File: src/hdl/bfhp_pkg.sv
// Shared types and constants for the bit file header parser.
// Holds the preamble table, tag bytes, result kinds, status codes and the result struct.
// No dependencies.
package bfhp_pkg;

	localparam int unsigned PreambleLen = 13;

	localparam logic [7:0] TagA = 8'h61;
	localparam logic [7:0] TagD = 8'h64;
	localparam logic [7:0] TagE = 8'h65;

	typedef enum logic [1:0] {
		KIND_PAYLOAD = 2'd0,
		KIND_META    = 2'd1,
		KIND_STATUS  = 2'd2
	} kind_t;

	typedef enum logic [3:0] {
		ST_OK          = 4'd0,
		ST_BAD_PRE     = 4'd1,
		ST_BAD_TAG     = 4'd2,
		ST_TRUNCATED   = 4'd3,
		ST_SEC_OVERRUN = 4'd4,
		ST_PAY_OVERRUN = 4'd5,
		ST_TRAILING    = 4'd6,
		ST_DONE        = 4'd7,
		ST_NO_PAYLOAD  = 4'd8
	} status_t;

	typedef struct packed {
		logic        emit;
		logic [7:0]  data;
		kind_t       kind;
		logic [1:0]  tag;
		logic        run_last;
		logic [31:0] plen;
		status_t     status;
	} result_t;

	function automatic logic [7:0] preamble_byte(input logic [3:0] pos);
		logic [7:0] b;
		unique case (pos)
			4'd0:    b = 8'h00;
			4'd1:    b = 8'h09;
			4'd2:    b = 8'h0f;
			4'd3:    b = 8'hf0;
			4'd4:    b = 8'h0f;
			4'd5:    b = 8'hf0;
			4'd6:    b = 8'h0f;
			4'd7:    b = 8'hf0;
			4'd8:    b = 8'h0f;
			4'd9:    b = 8'hf0;
			4'd10:   b = 8'h00;
			4'd11:   b = 8'h00;
			4'd12:   b = 8'h01;
			default: b = 8'h00;
		endcase
		return b;
	endfunction

endpackage

File: src/hdl/bfhp_core.sv
// Parser state and the single-byte step logic of the bit file header parser.
// Depends on bfhp_pkg.
module bfhp_core (
	input  logic                 clk,
	input  logic                 arst_n,
	input  logic                 fire,
	input  logic [7:0]           byte_in,
	input  logic                 last_in,
	output bfhp_pkg::result_t    res
);

	typedef enum logic [3:0] {
		PH_PRE    = 4'd0,
		PH_TAG    = 4'd1,
		PH_SLEN   = 4'd2,
		PH_SDATA  = 4'd3,
		PH_PLEN   = 4'd4,
		PH_PDATA  = 4'd5,
		PH_DONE   = 4'd6,
		PH_BADPRE = 4'd7,
		PH_BADTAG = 4'd8
	} phase_t;

	phase_t      phase_q, phase_d;
	logic [3:0]  pre_pos_q, pre_pos_d;
	logic [31:0] len_acc_q, len_acc_d;
	logic [31:0] left_q, left_d;
	logic [1:0]  section_q, section_d;
	logic        trailing_q, trailing_d;
	logic        failed_q, failed_d;

	always_comb begin
		logic [31:0] left_dec;
		phase_d    = phase_q;
		pre_pos_d  = pre_pos_q;
		len_acc_d  = len_acc_q;
		left_d     = left_q;
		section_d  = section_q;
		trailing_d = trailing_q;
		failed_d   = failed_q;
		res.emit     = 1'b0;
		res.data     = 8'd0;
		res.kind     = bfhp_pkg::KIND_STATUS;
		res.tag      = 2'd0;
		res.run_last = 1'b0;
		res.plen     = 32'd0;
		res.status   = bfhp_pkg::ST_OK;
		left_dec = (left_q != 32'd0) ? left_q - 32'd1 : 32'd0;

		if (!failed_q) begin
			unique case (phase_q)
				PH_PRE: begin
					if (pre_pos_q >= 4'(bfhp_pkg::PreambleLen) ||
					    byte_in != bfhp_pkg::preamble_byte(pre_pos_q)) begin
						failed_d   = 1'b1;
						phase_d    = PH_BADPRE;
						res.emit   = 1'b1;
						res.status = bfhp_pkg::ST_BAD_PRE;
					end else begin
						pre_pos_d = pre_pos_q + 4'd1;
						if (pre_pos_d == 4'(bfhp_pkg::PreambleLen)) begin
							phase_d = PH_TAG;
						end
					end
				end
				PH_TAG: begin
					if (byte_in == bfhp_pkg::TagE) begin
						phase_d   = PH_PLEN;
						left_d    = 32'd4;
						len_acc_d = 32'd0;
					end else if (byte_in >= bfhp_pkg::TagA && byte_in <= bfhp_pkg::TagD) begin
						section_d = 2'(byte_in - bfhp_pkg::TagA);
						phase_d   = PH_SLEN;
						left_d    = 32'd2;
						len_acc_d = 32'd0;
					end else begin
						failed_d   = 1'b1;
						phase_d    = PH_BADTAG;
						res.emit   = 1'b1;
						res.status = bfhp_pkg::ST_BAD_TAG;
					end
				end
				PH_SLEN, PH_PLEN: begin
					len_acc_d = {len_acc_q[23:0], byte_in};
					left_d    = left_dec;
					if (left_dec == 32'd0) begin
						if (len_acc_d == 32'd0) begin
							phase_d = (phase_q == PH_SLEN) ? PH_TAG : PH_DONE;
						end else begin
							left_d  = len_acc_d;
							phase_d = (phase_q == PH_SLEN) ? PH_SDATA : PH_PDATA;
						end
					end
				end
				PH_SDATA, PH_PDATA: begin
					res.emit     = 1'b1;
					res.data     = byte_in;
					res.kind     = (phase_q == PH_SDATA) ? bfhp_pkg::KIND_META
					                                     : bfhp_pkg::KIND_PAYLOAD;
					res.tag      = (phase_q == PH_SDATA) ? section_q : 2'd0;
					res.run_last = (left_q <= 32'd1);
					left_d       = left_dec;
					if (left_dec == 32'd0) begin
						phase_d = (phase_q == PH_SDATA) ? PH_TAG : PH_DONE;
					end
				end
				PH_DONE: begin
					if (!trailing_q) begin
						trailing_d = 1'b1;
						res.emit   = 1'b1;
						res.status = bfhp_pkg::ST_TRAILING;
					end
				end
				default: begin
				end
			endcase
		end

		if (!failed_d && (phase_d == PH_PDATA || phase_d == PH_DONE)) begin
			res.plen = len_acc_d;
		end

		if (last_in) begin
			res.emit = 1'b1;
			if (failed_d) begin
				res.status = (phase_d == PH_BADPRE) ? bfhp_pkg::ST_BAD_PRE
				                                    : bfhp_pkg::ST_BAD_TAG;
			end else begin
				unique case (phase_d)
					PH_TAG:            res.status = bfhp_pkg::ST_NO_PAYLOAD;
					PH_SLEN, PH_PLEN:  res.status = bfhp_pkg::ST_TRUNCATED;
					PH_SDATA:          res.status = bfhp_pkg::ST_SEC_OVERRUN;
					PH_PDATA:          res.status = bfhp_pkg::ST_PAY_OVERRUN;
					PH_DONE:           res.status = trailing_d ? bfhp_pkg::ST_TRAILING
					                                           : bfhp_pkg::ST_DONE;
					default:           res.status = bfhp_pkg::ST_BAD_PRE;
				endcase
			end
		end
	end

	always_ff @(posedge clk or negedge arst_n) begin
		if (!arst_n) begin
			phase_q    <= PH_PRE;
			pre_pos_q  <= 4'd0;
			len_acc_q  <= 32'd0;
			left_q     <= 32'd0;
			section_q  <= 2'd0;
			trailing_q <= 1'b0;
			failed_q   <= 1'b0;
		end else if (fire) begin
			if (last_in) begin
				phase_q    <= PH_PRE;
				pre_pos_q  <= 4'd0;
				len_acc_q  <= 32'd0;
				left_q     <= 32'd0;
				section_q  <= 2'd0;
				trailing_q <= 1'b0;
				failed_q   <= 1'b0;
			end else begin
				phase_q    <= phase_d;
				pre_pos_q  <= pre_pos_d;
				len_acc_q  <= len_acc_d;
				left_q     <= left_d;
				section_q  <= section_d;
				trailing_q <= trailing_d;
				failed_q   <= failed_d;
			end
		end
	end

endmodule

File: src/hdl/fpga_bitfile_header_parser_top.sv
// Top level of the bit file header parser: input register, parser core, result register.
// Depends on bfhp_pkg and bfhp_core.
//
// The block takes a configuration bit file one byte per beat on the input channel
// (in_valid, in_stall, in_byte, file_last) and gives zero or one result beat per
// input beat on the output channel (out_valid, out_stall and the result fields).
// Metadata bytes of sections a to d come out with out_kind 1 and their section
// tag, payload bytes of section e with out_kind 0, and status-only beats with
// out_kind 2. The beat for the byte marked file_last always carries the final
// status, and the parser then rearms for the next file.
// A byte accepted into the input register is parsed by the core from there, and
// its result beat is captured in the result register. One byte is taken every
// cycle while the receiver does not stall; the parser state updates once per byte.
// Reset clears the parser state and empties both registers, so the next byte is
// taken as the first byte of a new file. When the receiver stalls, the result
// register holds its beat, the byte in the input register waits, and in_stall
// rises in the same cycle while the input register holds a byte; no byte or result is dropped.
module fpga_bitfile_header_parser_top (
	input  logic        clk,
	input  logic        arst_n,
	input  logic        in_valid,
	output logic        in_stall,
	input  logic [7:0]  in_byte,
	input  logic        file_last,
	output logic        out_valid,
	input  logic        out_stall,
	output logic [7:0]  out_byte,
	output logic [1:0]  out_kind,
	output logic [1:0]  section_tag,
	output logic        run_last,
	output logic [31:0] payload_length,
	output logic [3:0]  status
);

	logic               valid_s1;
	logic [7:0]         byte_s1;
	logic               last_s1;
	logic               out_valid_q;
	bfhp_pkg::result_t  res;
	bfhp_pkg::result_t  res_q;
	logic               out_free;
	logic               step_fire;
	logic               in_fire;

	assign out_free  = !out_valid_q || !out_stall;
	assign step_fire = valid_s1 && out_free;
	assign in_stall  = valid_s1 && !out_free;
	assign in_fire   = in_valid && !in_stall;

	bfhp_core u_core (
		.clk     (clk),
		.arst_n  (arst_n),
		.fire    (step_fire),
		.byte_in (byte_s1),
		.last_in (last_s1),
		.res     (res)
	);

	always_ff @(posedge clk or negedge arst_n) begin
		if (!arst_n) begin
			valid_s1 <= 1'b0;
		end else if (in_fire) begin
			valid_s1 <= 1'b1;
		end else if (step_fire) begin
			valid_s1 <= 1'b0;
		end
	end

	always_ff @(posedge clk) begin
		if (in_fire) begin
			byte_s1 <= in_byte;
			last_s1 <= file_last;
		end
	end

	always_ff @(posedge clk or negedge arst_n) begin
		if (!arst_n) begin
			out_valid_q <= 1'b0;
		end else if (out_free) begin
			out_valid_q <= step_fire && res.emit;
		end
	end

	always_ff @(posedge clk) begin
		if (step_fire && res.emit) begin
			res_q <= res;
		end
	end

	assign out_valid      = out_valid_q;
	assign out_byte       = res_q.data;
	assign out_kind       = res_q.kind;
	assign section_tag    = res_q.tag;
	assign run_last       = res_q.run_last;
	assign payload_length = res_q.plen;
	assign status         = res_q.status;

endmodule

File: config.mk
export PLATFORM = sky130hd
export DESIGN_NAME = fpga_bitfile_header_parser_top
export DESIGN_NICKNAME = d
export VERILOG_FILES = /design/src/hdl/bfhp_pkg.sv /design/src/hdl/bfhp_core.sv /design/src/hdl/fpga_bitfile_header_parser_top.sv
export SDC_FILE = /design/constraint.sdc
export NUM_CORES = 1
export LEC_CHECK = 0
export BUFFER_PORTS_ARGS = -buffer_cell sky130_fd_sc_hd__buf_4
export CORE_MARGIN = 2
export CORE_UTILIZATION = 60
export DETAILED_ROUTE_END_ITERATION = 16
export HOLD_SLACK_MARGIN = 0.05
export PLACE_DENSITY = 0.8
export SLEW_MARGIN = 20
export SYNTH_ARGS = -nofsm -noshare
export SYNTH_HDL_FRONTEND = slang
export SYNTH_SLANG_ARGS = --single-unit
export TNS_END_PERCENT = 10
File: constraint.sdc
create_clock -name clk -period 5.2 [get_ports clk]
set_clock_uncertainty 0.1 [all_clocks]
set_input_delay 0.52 -clock clk [delete_from_list [all_inputs] [get_ports clk]]
set_output_delay 0.52 -clock clk [all_outputs]
set_load 0.05 [all_outputs]
---- Word level (Yosys, flattened, before mapping) ----
Memories as Yosys holds them, arrays and structs flattened.
Cells that the tools add are included.
word-level totals
  flip-flop bits (word level) ............. 136
  bits in read-only memories .............. 128
  bits of input ports ..................... 13
  word-level logic and storage cells ...... 144
  memories kept ........................... 1
memories
  name              depth  bits a word  rd ports  clocked after Yosys merged registers in  write ports  line            text
  (name not given)  16     8            1         0                                        0            bfhp_pkg.sv:42  unique case (pos)
cells by class
  add/subtract/negate cells ............... 3
  magnitude comparators ................... 4
  equal/unequal tests ..................... 20
  multiplexer cells ....................... 66
  bitwise logic cells ..................... 2
  reduce and logical (&&, ||, !) cells .... 31
operator list
  operator                                                            number
  2-to-1 mux 32 bit                                                   11
  case mux 32 bit (3 select lines)                                    1
  2-to-1 mux 4 bit                                                    17
  logical NOT 32 bit                                                  2
  case mux 32 bit (2 select lines)                                    1
  <= comparator 32 x 1 -> 1 bit (second input constant)               1
  nonzero test 32 bit                                                 1
  subtractor 32 x 1 -> 32 bit (second input constant)                 1
  == test 4 x 3 -> 1 bit (second input constant)                      7
  case mux 4 bit (5 select lines)                                     1
  == test 4 x 2 -> 1 bit (second input constant)                      4
  2-to-1 mux 2 bit                                                    8
  2-to-1 mux 8 bit                                                    2
  case mux 4 bit (4 select lines)                                     1
  2-to-1 mux 1 bit                                                    15
  2-to-1 mux 14 bit                                                   1
  2-to-1 mux 13 bit                                                   1
  2-to-1 mux 3 bit                                                    4
  case mux 4 bit (3 select lines)                                     1
  == test 4 x 1 -> 1 bit (second input constant)                      2
  == test 8 x 7 -> 1 bit (second input constant)                      1
  greater-or-equal comparator 8 x 7 -> 1 bit (second input constant)  1
  <= comparator 8 x 7 -> 1 bit (second input constant)                1
  != test 8 bit                                                       1
  19 further kinds                                                    40

---- Longest topological paths before layout ----
Gate-level depths: netlist of the first run.
  depth in word-level cells ............... 13
  mapped depth ............................ 15

---- Cells and area by module ----
A second synthesis of the first run with hierarchy kept.
unflattened totals
  cells, all modules ...................... 775
  area total of the unflattened synthesis .. 7910.1 µm²
by module, submodules not included
  module                          times used  cells each  area an instance (µm²)  sequential area each (µm²)
  bfhp_core                       1           706         6069.6                  1901.8
  fpga_bitfile_header_parser_top  1           69          1840.5                  1791.7

---- Worst setup path after synthesis of the first run ----
OpenSTA, ideal clock, no wires.
  kind .................................... register -> register
  start point ............................. reg u_core.pre_pos_q[0]
  end point ............................... reg res_q, in the netlist out_byte[0], enable pin
  library setup time ...................... 456 ps
  arrival time ............................ 3838 ps
  path slack .............................. 807 ps
  stages on the path, launching flop included .. 11
  buffers on the path ..................... 0
  period minus slack after synthesis ...... 4393 ps
  path through ............................ dfrtp_1 > inv_1 > ha_1 > nor2_1 > o311ai_0 > o211ai_1 > nand3_1 > nand2b_1 > a21oi_1 > nor3_1 > nor2_1
between the ends
  cells in the longest elaborated chain, start to end .. 10
ends and longest elaborated chain
  element                            line                                  text
  from (decl)                        bfhp_core.sv:25                       logic [3:0] pre_pos_q, pre_pos_d;
  from (signal assigned)             bfhp_core.sv:162                      pre_pos_q <= pre_pos_d;
  memory (16 x 8 bit)                -
  2-to-1 mux 8 bit                   bfhp_core.sv:51                       unique case (phase_q)
  2-to-1 mux 8 bit                   bfhp_core.sv:50                       if (!failed_q) begin
  != test 8 bit                      bfhp_core.sv:54                       byte_in != bfhp_pkg::preamble_byte(pre_pos_q)) begin
  logical OR 1 bit *                 bfhp_core.sv:53                       if (pre_pos_q >= 4'(bfhp_pkg::PreambleLen) ||
  2-to-1 mux 1 bit *                 bfhp_core.sv:53
  case mux 1 bit (4 select lines) *  bfhp_core.sv:51
  2-to-1 mux 14 bit *                bfhp_core.sv:50
  2-to-1 mux 1 bit *                 bfhp_core.sv:123                      if (last_in) begin
  logical AND 1 bit *                fpga_bitfile_header_parser_top.sv:85  if (step_fire && res.emit) begin
  to (signal assigned)               fpga_bitfile_header_parser_top.sv:86  res_q <= res;
  to (decl)                          fpga_bitfile_header_parser_top.sv:40  bfhp_pkg::result_t res_q;
Mark *: on every way between the ends. The rest lies on a longest branch, timed or not. The select of a mux whose other input is x is not followed.
A chain may end at the register's enable or synchronous reset.

---- Worst setup path in the final report of the first run ----
  start point ............................. reg u_core.left_q[0]
  end point ............................... reg res_q, in the netlist payload_length[18], data pin
between the ends
  cells in the longest elaborated chain, start to end .. 9
ends and longest elaborated chain
  element                                                                    line                               text
  from (decl)                                                                bfhp_core.sv:27                    logic [31:0] left_q, left_d;
  from (signal assigned)                                                     bfhp_core.sv:164                   left_q <= left_d;
  subtractor 32 x 1 -> 32 bit / nonzero test 32 bit (equally long branches)  bfhp_core.sv:48                    left_dec = (left_q != 32'd0) ? left_q - 32'd1 : 32'd0;
  2-to-1 mux 32 bit *                                                        bfhp_core.sv:48
  logical NOT 32 bit *                                                       bfhp_core.sv:86, bfhp_core.sv:103
  2-to-1 mux 4 bit, on equally long branches                                 bfhp_core.sv:103, bfhp_core.sv:86
  case mux 4 bit (4 select lines) *                                          bfhp_core.sv:51
  2-to-1 mux 4 bit *                                                         bfhp_core.sv:50
  == test 4 x 3 -> 1 bit                                                     bfhp_core.sv:119                   if (!failed_d && (phase_d == PH_PDATA || phase_d == PH_DONE)) begin
  logical OR 1 bit *                                                         bfhp_core.sv:119
  logical AND 1 bit *                                                        bfhp_core.sv:119
Mark *: on every way between the ends. The rest lies on a longest branch, timed or not.

==> results of run 1 <==
==> kinds of logic (layout without fill, tap and decap cells) <==
group	count (synthesis)	count (layout)	synth area share
xor+xnor	23	23	0.0292
flops	136	136	0.490
fa+ha+maj	12	12	0.0199
buf+inv	73	126	0.0413
mux	6	6	0.00829
simple gates	296	296	0.216
compound gates	218	218	0.196
==> area by class of cell <==
cell class	count	area [um^2]	share of cell area
Timing Repair Buffer	77	582	0.0666
Clock buffer	21	483	0.0553
Multi-Input combinational cell	555	3570	0.409
Tap cell	168	210	0.0241
Inverter	17	63.8	0.00731
Clock inverter	11	130	0.0149
Sequential cell	136	3690	0.423
==> per-layer routing <==
metal,part of all wire,track usage,vias up,wire (um)
met4,0.029,0.137,0,600
met3,0.090,0.0742,56,1860
met2,0.45,0.491,338,9350
li1,-,-,2941,-
met1,0.43,0.459,3072,8830
met5,0,0,-,0
==> cells in the final DEF (no fill, tap or decap), drive strengths merged, types with 7 or more instances in the layout <==
cell type,count
ha,12
nand2,66
clkbuf,21
nor3,62
o2bb2ai,10
and2,9
xnor2,17
edfxtp,58
nor4b,7
and3,11
nor4,19
buf,77
nand3,10
nor2,70
inv,23
dfrtp,78
nand4,9
a22o,28
a21oi,44
nand2b,9
o21ai,55
a22oi,43
==> critical path: cells and delay by family (launching register included) <==
kind	cells	cell delay, ns
flops	1	0.42
buf+inv	2	0.60
compound gates	2	0.87
fa+ha+maj	1	0.33
xor+xnor	2	0.29
simple gates	6	1.79
==> sequential cells by signal, summed over array words and instances, names as in the netlist, 2 cells and up <==
| name | flops |
|---|---|
| byte_s1 | 8 |
| payload_length | 32 |
| u_core.len_acc_q | 32 |
| status | 4 |
| u_core.left_q | 32 |
| u_core.phase_q | 4 |
| section_tag | 2 |
| out_kind | 2 |
| u_core.pre_pos_q | 4 |
| out_byte | 8 |
| u_core.section_q | 2 |
==> worst min path at each step <==
stage	startpoint	endpoint	slack (ns)	cells after the start
5_1_grt	arst_n	u_core.pre_pos_q[3]	0.10	1
3_5_place_dp	u_core.left_q[28]	u_core.left_q[28]	0.38	1
2_1_floorplan	arst_n	out_valid	0.12	0
4_1_cts	file_last	last_s1	0.16	1
6_report	arst_n	valid_s1	0.006	1
3_3_place_gp	u_core.section_q[0]	u_core.section_q[0]	0.38	2
==> through the flow <==
| step | std cells | setup WS [ns] | cell area (um^2) |
|---|---|---|---|
| global placement | 953 | 0.753 | 8110 |
| floorplan | 764 | 0.807 | 7540 |
| global route | 985 | 0.191 | 8730 |
| finish | 985 | 0.490 | 8730 |
| detailed placement | 953 | 0.594 | 8110 |
| CTS | 985 | 0.574 | 8720 |
==> impl_metrics.json, run 1 <==
{
  "grt_pass1_vias": 6088,
  "syn-instance-count": 764,
  "synthFlopType": "dfrtp_1",
  "status": "finished, final reports clean",
  "finalMaxSlewViolations": 0,
  "cts_resized": 0,
  "worstPathMaxFanout": 32,
  "drt_first_iter_violations": 737,
  "port_buffers": 63,
  "area_delta_synth_final_pct": 15.7,
  "clk_pin_slew_ns": 0.06,
  "cap_violations": 0,
  "nNetsFinal": 829,
  "num_io_pins": 64,
  "postCtsHoldBufs": 0,
  "drive_gt1_frac": 0.187,
  "die_area_um2": 13500,
  "yosys-top-cells-count": "78 x dfrtp_1, 70 x nor2_1, 66 x nand2_1",
  "cts_tree": "built",
  "hp-class": "input pin to async pin",
  "slowest_delay_ns": 0.55,
  "crit_required_ns": 5.26,
  "setup_violations": 0,
  "drc_errors": 0,
  "synthesis.nets": 789,
  "grt_usage": 0.325,
  "core_area_um2": 12200,
  "relSlewSlack": 0.296,
  "finalCritPeriodShare": 0.906,
  "hold_violations": 0,
  "setup_tns_ns": 0,
  "synth_edf_count": 58,
  "fin_util": 0.718,
  "first_pass_iters": 6,
  "syn_area_per_cell_um2": 9.88,
  "rsz0062_at_grt": "no",
  "initial_core_util": 0.620,
  "ys_seq_area_frac": 0.490,
  "rows": 40,
  "vias": 6407,
  "grt-ovfl-total": 0,
  "dp_hpwl_um": 14000,
  "fillers": 926,
  "clock-sinks": 136,
  "antenna_found_initial": 0,
  "syn_area_um2": 7540,
  "synth.most_common_cell": "dfrtp_1",
  "finalWorstPathRequiredPeriod_ns": 4.71,
  "synthArstFlopShare": 0.574,
  "reg2reg_slack_ns": 0.49,
  "worstReg2RegStart": "u_core.left_q[0]",
  "synth_top_area_frac": 0.259,
  "crit_arrival_ns": 4.77,
  "worstSkewPairLatency_ns": 0.43,
  "wl_um": 20600,
  "die_w_um": 116,
  "cts_root_buf": "clkbuf_16",
  "post_cts.repair.setup_buffers": 0,
  "synth_top_area_cell": "dfrtp_1",
  "grt_max_degree": 79,
  "timing.rr.end": "payload_length[18]",
  "netlist_top_cells_area": "dfrtp_1 26%, edfxtp_1 23%, a22oi_1 4.3%",
  "gp_congestion": 0.935,
  "detail_route.wl_per_cell_um": 21.0,
  "antenna_left": 0,
  "clockBufferDepth": 2,
  "numCtsBuffers": 17,
  "tightest_slew_ns": 1.05,
  "end_kind": "flop",
  "via_per_inst": 6.50,
  "h-tree-depth": 4,
  "synth_seq_cells": 136,
  "ys_warn_count": 0,
  "yosysUniqueCellTypes": 59,
  "critPathSlowestCell": "a2111o_1",
  "path_class": "flop to flop",
  "die_h_um": 116,
  "antenna_cells": 0,
  "critPathLaunchType": "flop",
  "worst_hold_slack_ns": 0.00581,
  "reg2regPathDepth": 13,
  "worstPathCellList": "inv_1 > ha_1 > nor3b_1 > nand4_1 > or2_1 > xnor2_1 > and3_1 > o2111ai_2 > a2111o_1 > and2_4 > xnor2_4 > buf_4 > nor3_2",
  "grt_pass1_wl_um": 33100,
  "critical_path.startpoint": "u_core.left_q[0]",
  "max_freq_mhz": 212,
  "setup.worst_path.end": "payload_length[18]"
}
Power of run 1 is not shown: default switching activity piles up to over one toggle a cycle in this logic, so the estimate is an artifact.
==> run 2: changes to the inputs <==
Settings changed: ABC_AREA from default to 1, CORE_UTILIZATION 60 to 65, PLACE_DENSITY 0.8 to 0.85.
Clock period 5.2 ns to 5.5 ns, I/O delays scaled along.
==> run 2 against run 1 <==
- via count rose by 20%
- wire length rose by 9.2%
- synthesized cell count rose by 35%
- core utilization rose by 3.3 points
- area after synthesis rose by 11%
- cell count rose by 29%
- first-iteration DRC count rose by 4.2%
- sequential cell count did not move
- critical path type unchanged
- highest routed layer unchanged
==> impl_metrics.json, run 2 <==
{
  "gp_congestion": 0.950,
  "ys_warn_count": 0,
  "grt-ovfl-total": 0,
  "syn_area_um2": 8380,
  "cp_top_family": "simple AND/OR/NAND/NOR gates",
  "critical_path.startpoint": "u_core.left_q[0]",
  "syn_area_per_cell_um2": 8.09,
  "critical_path_buf_inv_count": 2,
  "max_freq_mhz": 245,
  "final_common_cell": "nand2_1",
  "rows": 41,
  "reg2regPathDepth": 20,
  "drt_first_iter_violations": 768,
  "met2WireLength_um": 10800,
  "cts_tree": "built",
  "crit_arrival_ns": 4.25,
  "postCtsHoldBufs": 0,
  "worstReg2RegStart": "u_core.left_q[0]",
  "clock-sinks": 136,
  "setup_violations": 0,
  "path_depth": 20,
  "synthesis.nets": 1060,
  "drc_errors": 0,
  "dp_hpwl_um": 16000,
  "grt_pass1_vias": 7378,
  "grt_pass1_wl_um": 36700,
  "drive_gt1_frac": 0.178,
  "setup.worst_path.end": "payload_length[12]",
  "yosysUniqueCellTypes": 42,
  "layout_common_cells": "221 x nand2_1, 124 x nor2_1, 121 x o21ai_0",
  "synthFlopType": "dfrtp_1",
  "synth_edf_count": 58,
  "numCtsBuffers": 17,
  "nNetsFinal": 1112,
  "die_h_um": 118,
  "antenna_cells": 0,
  "finalCritPeriodShare": 0.741,
  "post_cts.repair.setup_buffers": 0,
  "met1Wirelength_um": 9040,
  "synth_seq_cells": 136,
  "core_area_um2": 12600,
  "rsz0062_at_grt": "no",
  "wl_met3_um": 1890,
  "first_pass_iters": 7,
  "syn-instance-count": 1035,
  "synthArstFlopShare": 0.574,
  "ys_seq_area_frac": 0.441,
  "critPathLaunchType": "flop",
  "clk_pin_slew_ns": 0.06,
  "detail_route.wl_per_cell_um": 17.7,
  "antenna_found_initial": 0,
  "die_w_um": 118,
  "dpl_cell_area_um2": 8910,
  "initial_core_util": 0.664,
  "num_io_pins": 64,
  "path_class": "flop to flop",
  "hold_violations": 0,
  "critPathSlowestCell": "nand3_4",
  "crit_required_ns": 5.67,
  "timing.rr.end": "payload_length[12]",
  "area_delta_synth_final_pct": 13.1,
  "hp-class": "input pin to async pin",
  "antenna_left": 0,
  "relSlewSlack": 0.287,
  "vias": 7710,
  "netlist_top_cells_area": "dfrtp_1 23%, edfxtp_1 21%, nand2_1 9.9%",
  "highest_layer": "met4",
  "worstPathCellList": "inv_1 > ha_1 > nand2_2 > nor2_4 > nand2_2 > inv_1 > nand3_1 > nand3_2 > nand2_1 > nor2_1 > nand2_1 > nor2_4 > nand3_1 > nand3_1 > nand3_2 > nand2_2 > nand2_2 > nand2_2 > nand3_4 > nor2_4",
  "h-tree-depth": 4,
  "end_kind": "flop",
  "reg2reg_slack_ns": 1.42,
  "port_buffers": 63,
  "synth.most_common_cell": "nand2_1",
  "cts_resized": 0,
  "clockBufferDepth": 2,
  "status": "finished, final reports clean",
  "synth_top_area_frac": 0.233,
  "cap_violations": 0,
  "finalMaxSlewViolations": 0,
  "die_area_um2": 13800,
  "tightest_slew_ns": 1.07,
  "slowest_delay_ns": 0.66,
  "fin_util": 0.751,
  "via_per_inst": 6.06,
  "wl_um": 22600,
  "cts_root_buf": "clkbuf_16",
  "cp_common_cell": "nand2_2",
  "synth_top_area_cell": "dfrtp_1",
  "yosys-top-cells-count": "221 x nand2_1, 125 x nor2_1, 121 x o21ai_0",
  "setup_tns_ns": 0,
  "worstSkewPairLatency_ns": 0.44,
  "grt_usage": 0.337,
  "grt_max_degree": 79,
  "worstPathMaxFanout": 32,
  "stdcell_area_um2": 9470,
  "finalWorstPathRequiredPeriod_ns": 4.08
}
-- run 2: cell types whose count changed after synthesis, sizes merged, moves of 45 or more --
cell | previous run | this run
nand2 | 66 | 236
nor2 | 70 | 175
inv | 17 | 103
o21ai | 55 | 132
nand3 | 10 | 62
nor3 | 62 | 17
-- run 2: cell type report --
class	instances	area, um^2
Clock buffer	19	433
Multi-Input combinational cell	757	4090
Fill cell	988	3150
Tap cell	172	215
Timing Repair Buffer	69	522
Inverter	106	398
Sequential cell	136	3690
Clock inverter	13	124
-- run 2: worst min-delay path by stage --
stage,to,slack (ns),start,cells past startpoint
2_1_floorplan,out_valid,0.15,arst_n,0
3_3_place_gp,u_core.len_acc_q[28],0.37,u_core.len_acc_q[28],2
3_5_place_dp,u_core.len_acc_q[24],0.38,u_core.len_acc_q[24],2
4_1_cts,byte_s1[4],0.18,in_byte[4],1
5_1_grt,u_core.left_q[5],0.11,arst_n,1
6_report,u_core.left_q[5],0.05,arst_n,1
-- run 2: cells by family (layout without fill, tap and decap cells) --
family / after synthesis / count (layout) / synth area share
adder cells (fa/ha/maj): 12 / 12 / 0.0179
XOR/XNOR: 5 / 5 / 0.00523
AO/OA/AOI/OAI: 222 / 222 / 0.151
buffers and inverters: 142 / 207 / 0.0738
AND/OR/NAND/NOR: 518 / 518 / 0.311
flip-flops: 136 / 136 / 0.441
-- run 2: per-layer routing --
layer | vias to the layer above | GRT usage
li1 | 3596 | -
met1 | 3606 | 0.437
met2 | 417 | 0.538
met3 | 91 | 0.0921
met4 | 0 | 0.142
met5 | - | 0
-- run 2: stage by stage --
step	instances	hold WS, ns	worst slack [ns]
finish	1272	0.0459	1.42
CTS	1272	0.176	1.49
global route	1272	0.108	1.13
detailed placement	1240	0.380	1.53
global placement	1240	0.368	1.63
floorplan	1035	0.154	0.965
Power of run 2 is left out for the same reason.
